`src/lbe_pkg.sv`:
```
package lbe_pkg;

  localparam int VALUE_W   = 32;
  localparam int FRAC_W    = 16;
  localparam int MAX_ORDER = 8;
  localparam int NODES     = MAX_ORDER + 1;
  localparam int IDX_W     = 4;
  localparam int ORDER_W   = 4;
  localparam int DIV_NUM_W = VALUE_W + FRAC_W;
  localparam int DIV_DEN_W = VALUE_W;
  localparam int DIV_CNT_W = 6;
  localparam int CFG_IDX_W = 2;

  localparam logic [CFG_IDX_W-1:0] CFG_ORDER = 2'd0;
  localparam logic [CFG_IDX_W-1:0] CFG_LEFT  = 2'd1;
  localparam logic [CFG_IDX_W-1:0] CFG_RIGHT = 2'd2;

  typedef logic signed [VALUE_W-1:0] value_t;
  typedef logic [IDX_W-1:0]          idx_t;

  localparam value_t VAL_MAX = {1'b0, {(VALUE_W-1){1'b1}}};
  localparam value_t VAL_MIN = {1'b1, {(VALUE_W-1){1'b0}}};
  localparam value_t ONE_Q   = value_t'(1) <<< FRAC_W;

  // Commands from the controller to the datapath.
  typedef struct packed {
    logic start;
    logic store;
    idx_t idx;
    idx_t rd_addr;
    logic hold_en;
    logic q_go;
    logic use_one;
    logic node_go;
    logic node_wr;
    logic acc_one;
    logic acc_ld;
    logic mul_go;
    logic mul_nodal;
    logic interp_add;
    logic shp_wr;
    logic g_clr;
    logic g_add;
    logic out_load;
    logic out_bad;
    logic out_last;
  } ctl_t;

  // Status from the datapath to the controller.
  typedef struct packed {
    logic div_done;
    logic bad;
    idx_t n;
    logic out_busy;
  } sts_t;

  function automatic value_t sat_sum(input logic signed [VALUE_W:0] s);
    if (s[VALUE_W] != s[VALUE_W-1]) begin
      return s[VALUE_W] ? VAL_MIN : VAL_MAX;
    end
    return value_t'(s[VALUE_W-1:0]);
  endfunction

endpackage

```
`src/lbe_ctrl.sv`:
```
module lbe_ctrl (
  input  logic          clk,
  input  logic          rst_n,
  input  logic          in_valid,
  input  logic          in_mode,
  output logic          in_ready,
  output lbe_pkg::ctl_t ctl,
  input  lbe_pkg::sts_t sts
);
  import lbe_pkg::*;

  localparam logic [4:0] ST_IDLE    = 5'd0;
  localparam logic [4:0] ST_EMITBAD = 5'd1;
  localparam logic [4:0] ST_NODE    = 5'd2;
  localparam logic [4:0] ST_NWAIT   = 5'd3;
  localparam logic [4:0] ST_SH_INIT = 5'd4;
  localparam logic [4:0] ST_SH_SEL  = 5'd5;
  localparam logic [4:0] ST_SH_INT1 = 5'd6;
  localparam logic [4:0] ST_SH_INT2 = 5'd7;
  localparam logic [4:0] ST_SH_INT3 = 5'd8;
  localparam logic [4:0] ST_GJ_INIT = 5'd9;
  localparam logic [4:0] ST_GI_SEL  = 5'd10;
  localparam logic [4:0] ST_GR_SEL  = 5'd11;
  localparam logic [4:0] ST_EMIT    = 5'd12;
  localparam logic [4:0] ST_FRD1    = 5'd13;
  localparam logic [4:0] ST_FRD2    = 5'd14;
  localparam logic [4:0] ST_FGO     = 5'd15;
  localparam logic [4:0] ST_FWAIT   = 5'd16;
  localparam logic [4:0] ST_FM1     = 5'd17;
  localparam logic [4:0] ST_FM2     = 5'd18;
  localparam logic [4:0] ST_FM3     = 5'd19;

  localparam logic [1:0] RET_SH = 2'd0;
  localparam logic [1:0] RET_G1 = 2'd1;
  localparam logic [1:0] RET_G2 = 2'd2;

  logic [4:0] st_r, st_nxt;
  idx_t       o_r, o_nxt;
  idx_t       p_r, p_nxt;
  idx_t       r_r, r_nxt;
  logic [1:0] ret_r, ret_nxt;
  idx_t       t_sel;

  always_comb begin
    st_nxt   = st_r;
    o_nxt    = o_r;
    p_nxt    = p_r;
    r_nxt    = r_r;
    ret_nxt  = ret_r;
    ctl      = '0;
    ctl.idx  = o_r;
    ctl.rd_addr = o_r;
    in_ready = 1'b0;
    t_sel    = (ret_r == RET_G2) ? r_r : p_r;

    case (st_r)
      ST_IDLE: begin
        in_ready = 1'b1;
        if (in_valid) begin
          if (!in_mode) begin
            ctl.store = 1'b1;
          end else begin
            ctl.start = 1'b1;
            o_nxt     = '0;
            st_nxt    = sts.bad ? ST_EMITBAD : ST_NODE;
          end
        end
      end
      ST_EMITBAD: begin
        if (!sts.out_busy) begin
          ctl.out_load = 1'b1;
          ctl.out_bad  = 1'b1;
          ctl.out_last = 1'b1;
          st_nxt       = ST_IDLE;
        end
      end
      ST_NODE: begin
        ctl.node_go = 1'b1;
        st_nxt      = ST_NWAIT;
      end
      ST_NWAIT: begin
        if (sts.div_done) begin
          ctl.node_wr = 1'b1;
          if (o_r == sts.n) begin
            o_nxt  = '0;
            st_nxt = ST_SH_INIT;
          end else begin
            o_nxt  = o_r + idx_t'(1);
            st_nxt = ST_NODE;
          end
        end
      end
      ST_SH_INIT: begin
        ctl.acc_one = 1'b1;
        p_nxt       = '0;
        st_nxt      = ST_SH_SEL;
      end
      ST_SH_SEL: begin
        if (p_r > sts.n) begin
          st_nxt = ST_SH_INT1;
        end else if (p_r == o_r) begin
          p_nxt = p_r + idx_t'(1);
        end else begin
          ret_nxt = RET_SH;
          st_nxt  = ST_FRD1;
        end
      end
      ST_SH_INT1: begin
        ctl.mul_go    = 1'b1;
        ctl.mul_nodal = 1'b1;
        ctl.shp_wr    = 1'b1;
        st_nxt        = ST_SH_INT2;
      end
      ST_SH_INT2: begin
        st_nxt = ST_SH_INT3;
      end
      ST_SH_INT3: begin
        ctl.interp_add = 1'b1;
        if (o_r == sts.n) begin
          o_nxt  = '0;
          st_nxt = ST_GJ_INIT;
        end else begin
          o_nxt  = o_r + idx_t'(1);
          st_nxt = ST_SH_INIT;
        end
      end
      ST_GJ_INIT: begin
        ctl.g_clr = 1'b1;
        p_nxt     = '0;
        st_nxt    = ST_GI_SEL;
      end
      ST_GI_SEL: begin
        if (p_r > sts.n) begin
          st_nxt = ST_EMIT;
        end else if (p_r == o_r) begin
          p_nxt = p_r + idx_t'(1);
        end else begin
          ctl.acc_one = 1'b1;
          ret_nxt     = RET_G1;
          st_nxt      = ST_FRD1;
        end
      end
      ST_GR_SEL: begin
        if (r_r > sts.n) begin
          ctl.g_add = 1'b1;
          p_nxt     = p_r + idx_t'(1);
          st_nxt    = ST_GI_SEL;
        end else if ((r_r == o_r) || (r_r == p_r)) begin
          r_nxt = r_r + idx_t'(1);
        end else begin
          ret_nxt = RET_G2;
          st_nxt  = ST_FRD1;
        end
      end
      ST_EMIT: begin
        if (!sts.out_busy) begin
          ctl.out_load = 1'b1;
          ctl.out_last = (o_r == sts.n);
          if (o_r == sts.n) begin
            st_nxt = ST_IDLE;
          end else begin
            o_nxt  = o_r + idx_t'(1);
            st_nxt = ST_GJ_INIT;
          end
        end
      end
      ST_FRD1: begin
        st_nxt = ST_FRD2;
      end
      ST_FRD2: begin
        ctl.rd_addr = t_sel;
        ctl.hold_en = 1'b1;
        st_nxt      = ST_FGO;
      end
      ST_FGO: begin
        ctl.q_go    = 1'b1;
        ctl.use_one = (ret_r == RET_G1);
        st_nxt      = ST_FWAIT;
      end
      ST_FWAIT: begin
        if (sts.div_done) begin
          st_nxt = ST_FM1;
        end
      end
      ST_FM1: begin
        ctl.mul_go = 1'b1;
        st_nxt     = ST_FM2;
      end
      ST_FM2: begin
        st_nxt = ST_FM3;
      end
      ST_FM3: begin
        ctl.acc_ld = 1'b1;
        case (ret_r)
          RET_SH: begin
            p_nxt  = p_r + idx_t'(1);
            st_nxt = ST_SH_SEL;
          end
          RET_G1: begin
            r_nxt  = '0;
            st_nxt = ST_GR_SEL;
          end
          default: begin
            r_nxt  = r_r + idx_t'(1);
            st_nxt = ST_GR_SEL;
          end
        endcase
      end
      default: begin
        st_nxt = ST_IDLE;
      end
    endcase
  end

  always_ff @(posedge clk) begin
    if (!rst_n) begin
      st_r  <= ST_IDLE;
      o_r   <= '0;
      p_r   <= '0;
      r_r   <= '0;
      ret_r <= RET_SH;
    end else begin
      st_r  <= st_nxt;
      o_r   <= o_nxt;
      p_r   <= p_nxt;
      r_r   <= r_nxt;
      ret_r <= ret_nxt;
    end
  end
endmodule

```
`config.mk`:
```
export PLATFORM = sky130hd
export DESIGN_NAME = lbe_ctrl
export DESIGN_NICKNAME = d
export VERILOG_FILES = /design/src/lbe_pkg.sv /design/src/lbe_ctrl.sv
export SDC_FILE = /design/constraint.sdc
export NUM_CORES = 1
export LEC_CHECK = 0
export ABC_AREA = 1
export BUFFER_PORTS_ARGS = -buffer_cell sky130_fd_sc_hd__buf_4
export CAP_MARGIN = 20
export CORE_MARGIN = 1
export CORE_UTILIZATION = 35
export CTS_BUF_LIST = sky130_fd_sc_hd__clkbuf_4 sky130_fd_sc_hd__clkbuf_8
export DETAILED_ROUTE_END_ITERATION = 16
export PLACE_DENSITY = 0.54
export SETUP_SLACK_MARGIN = 0.3
export SKIP_CTS_REPAIR_TIMING = 1
export SLEW_MARGIN = 40
export SYNTH_ARGS = -nofsm -noshare
export SYNTH_HDL_FRONTEND = slang
export SYNTH_SLANG_ARGS = --single-unit
```
`constraint.sdc`:
```
create_clock -name clk -period 3.2 [get_ports clk]
set_input_delay 0.48 -clock clk [delete_from_list [all_inputs] [get_ports clk]]
set_output_delay 0.48 -clock clk [all_outputs]
set_load 0.1 [all_outputs]
```
# After elaboration in Yosys (flattened, before gate mapping)
# Index checks and enable logic that the tools add are counted.
# word_totals
romBits	0
latch_bits	0
ff_bits	19
output_inout_bits	27
word_cells	137
input_bits	11
ram_bits	0
memories	0
# op_classes
muxes	67
bitwise	0
eq_ne	45
div_mod_pow	0
addsub	3
multipliers	0
reduce_logical	15
order_cmp	2
shift	0
# ops
cell	n
5-bit one-hot mux with 20 select lines	1
4-bit two-way mux	16
5-bit two-way mux	12
5-bit by 4-bit equality test with 1-bit output (second input constant)	8
2-bit != test (second input constant)	18
4-bit one-hot mux with 4 select lines	2
5-bit by 3-bit equality test with 1-bit output (second input constant)	4
5-bit equality test (second input constant)	4
2-bit two-way mux	10
1-bit two-way mux	18
4-bit equality test	4
4-bit one-hot mux with 2 select lines	2
7-bit AND reduction	2
4-bit by 1-bit adder with 4-bit output (second input constant)	3
5-bit by 2-bit equality test with 1-bit output (second input constant)	2
4-bit greater-than comparator	2
4-bit nonzero test	2
3-bit two-way mux	2
1-bit one-hot mux with 2 select lines	3
2-bit one-hot mux with 3 select lines	1
6-bit AND reduction	1
2-bit OR reduction	3
5-bit by 1-bit equality test with 1-bit output (second input constant)	1
5-bit zero test	1
10 further kinds	10

# Depth between registers and ports, before layout
# logic_depth
ltp_word	5
depth_mapped	16
ltp_nobuf	15

# Least setup slack after synthesis
# Ideal clock, no wire load.
# synth_path
path_type	reg-to-output
from	register st_r[1]
to	output port ctl[13] in the netlist's numbering
required_ns	2.720
stages_incl_launch_ff	7
n_path_buf	0
path_slack_ns	-1.504
t_arrival_ns	4.224
cell_sequence	dfxtp_1 > nand2_2 > nor2_4 > inv_1 > nor2_1 > inv_1 > nor3_1
# synth_lines
item	line_no	source
from (decl)	lbe_ctrl.sv:37	logic [4:0] st_r, st_nxt;
from (signal assigned)	lbe_ctrl.sv:223	st_r <= st_nxt;
to (decl)	lbe_ctrl.sv:7	output lbe_pkg::ctl_t ctl,

==> results.sh <==
export IMPL_die_area_um2=6140
export IMPL_antenna_found_initial=0
export IMPL_period_share_pct=78.2
export IMPL_drc=0
export IMPL_crit_top_cell="nand2_1"
export IMPL_syn_to_final_growth_pct=22.3
export IMPL_drt_iter0_drc=113
export IMPL_syn_inst=370
export IMPL_mostFrequentLayoutCells="nand2_1, inv_1, nor2_1"
export IMPL_yosysWarnings=0
export IMPL_ys_ff_latch=19
export IMPL_fin_crit_ns=2.50
export IMPL_track_usage_pct=20.9
export IMPL_ys_seq_area_share_pct=18.7
export IMPL_critical_path_max_fanout=7
export IMPL_p_per_area_nw_per_um2=362
export IMPL_finalSetupViolations=0
export IMPL_syn_area_um2=2040
export IMPL_wirelength_um=6040
export IMPL_critical_path_class="reg2out"
export IMPL_num_vias=2272
export IMPL_status="complete, no violations"
export IMPL_cts_htree_levels=1
export IMPL_placed_cells=474
export IMPL_drive_above_1_share_pct=17.0
export IMPL_slowest_stage="dfxtp_1"
export IMPL_critPathArrivalTime_ns=2.02
export IMPL_cp_slowest_stage_delay_ns=0.53
export IMPL_fill_cells=632
export IMPL_slew_violations=0
export IMPL_critical_path_buf_inv_count=2
export IMPL_fin_nets=429
export IMPL_via_per_inst=4.75
export IMPL_drv_cap=0
export IMPL_worstMarginPinSlew_ns=0.422
export IMPL_reg2reg_depth=9
export IMPL_clk_pin_slew_ns=0.08
export IMPL_root_buffer="clkbuf_8"
export IMPL_min_path_type="in2reg"
export IMPL_io_pins=38
export IMPL_rows=27
export IMPL_irDropWorstVdd_mv=0.336
export IMPL_grt_pass1_wl_um=10100
export IMPL_grt_max_degree=11
export IMPL_routedWlPerCell_um=12.6
export IMPL_rsz0062_at_grt="no"
export IMPL_leakagePower_nw=1.44
export IMPL_fp_dieH_um=78.3
export IMPL_max_freq_ghz=0.399
export IMPL_finalHoldViolCount=0
export IMPL_dr_pass1_iters=4
export IMPL_grt_overflow=0
export IMPL_cp_top_family="flip-flops"
export IMPL_gp_congestion=0.859
export IMPL_ant_nets=0
export IMPL_critPathLaunchType="flop"
export IMPL_synth_avg_cell_area_um2=5.51
export IMPL_synth_net_count=392
export IMPL_diodes=0
export IMPL_hold_depth=3
export IMPL_fp_dieW_um=78.3
export IMPL_worstSkewPairLatency_ns=0.26
export IMPL_port_buffers=37
export IMPL_floorplan_initialDensity_pct=36.6
export IMPL_relSlewSlack_pct=71.8
export IMPL_grt_pass1_vias=2095
export IMPL_clock_skew_ns=0.00458
export IMPL_stdcell_count=478
export IMPL_fin_util_pct=44.7
export IMPL_numCtsBuffers=3
export IMPL_final_common_cell="nand2_1"
export IMPL_cts_tree="built"
export IMPL_clk_path_buf_depth=2
export IMPL_cts_sinks=19
export IMPL_crit_path_cell_trace="ha_1, nand2_1, inv_1, nand2_1, nand2_1, nand2_1, nand2_1, o21ai_2, buf_4"
export IMPL_core_um2=5570
export IMPL_path_depth=9
export IMPL_hpwl_um=4930
export IMPL_worstPathRequired_ns=2.72
export IMPL_ys_types=27
export IMPL_setup_worst_path_end_class="output pin"
## metal layers
metal,GRT usage (%),wire length [um]
met1,29.5,3120
met2,34.2,2640
met3,1.98,236
met4,4.44,48
met5,0,0
## final cells by class
type	instances	area, um^2	share of cell area, %
Multi-Input combinational cell	288	1480	59.3
Sequential cell	19	380	15.3
Timing Repair Buffer	37	278	11.1
Inverter	58	219	8.78
Tap cell	72	90.1	3.61
Clock buffer	4	48.8	1.96
## worst reg2reg max path, stage by stage, from the launching register on
cell and delay (ns):
dfxtp_1 0.49, ha_1 0.30, a21oi_1 0.20, nand2_1 0.14, a21oi_2 0.19, nand2_1 0.13
nand2_1 0.18, inv_1 0.09, nand2_1 0.07, a21oi_1 0.05
## state kept, by name, indices dropped and copies added (netlist names)
register and count:
p_r 4, r_r 4, ret_r 2, o_r 4
st_r 5
## power by group
part	internal [mW]	switching, mW
registers	0.244	0.0146
logic	0.111	0.348
clock network	0.0972	0.0886
total	0.452	0.451
## Yosys cell counts (all sizes together)
| library cell | count | area [um^2] |
|---|---|---|
| clkbuf | 3 | 13.8 |
| nand3b | 3 | 22.5 |
| nor3 | 4 | 25.0 |
| clkinv | 2 | 7.51 |
| dfxtp | 19 | 380 |
| nor2 | 55 | 231 |
| nand3 | 34 | 175 |
| o211ai | 3 | 22.5 |
| nand4 | 1 | 6.26 |
| xor2 | 12 | 105 |
| o21ai | 15 | 75.1 |
| buf | 2 | 12.5 |
| o2111ai | 1 | 8.76 |
| nand2 | 129 | 502 |
| a21oi | 20 | 104 |
| inv | 56 | 210 |
| ha | 11 | 138 |
## path summary, 6_finish.rpt
check                                 to      from  slack (ns)
worst min register to register  ret_r[0]  ret_r[0]        0.51
worst min-delay path            ret_r[0]     rst_n        0.50
worst max register to register   st_r[1]    r_r[3]        1.23
worst max-delay path             ctl[10]    p_r[2]        0.70
## stage by stage
step	area (um^2)	power [mW]	setup TNS (ns)	hold WS [ns]	worst slack (ns)
floorplan	2100	0.621	-0.147	0.478	-0.147
global placement	2440	0.722	0	0.496	0.860
detailed placement	2440	0.723	0	0.495	0.842
CTS	2490	0.914	0	0.496	0.680
global route	2490	0.967	0	0.528	0.511
finish	2490	0.903	0	0.504	0.696
## logic make-up after synthesis
group,share of synthesized area (%)
adder cells (fa/ha/maj),6.75
buffers and inverters,12.0
AO/OA/AOI/OAI,10.3
flip-flops,18.7
XOR/XNOR,5.15
AND/OR/NAND/NOR,47.2
Power figures use the tool's default switching activity.
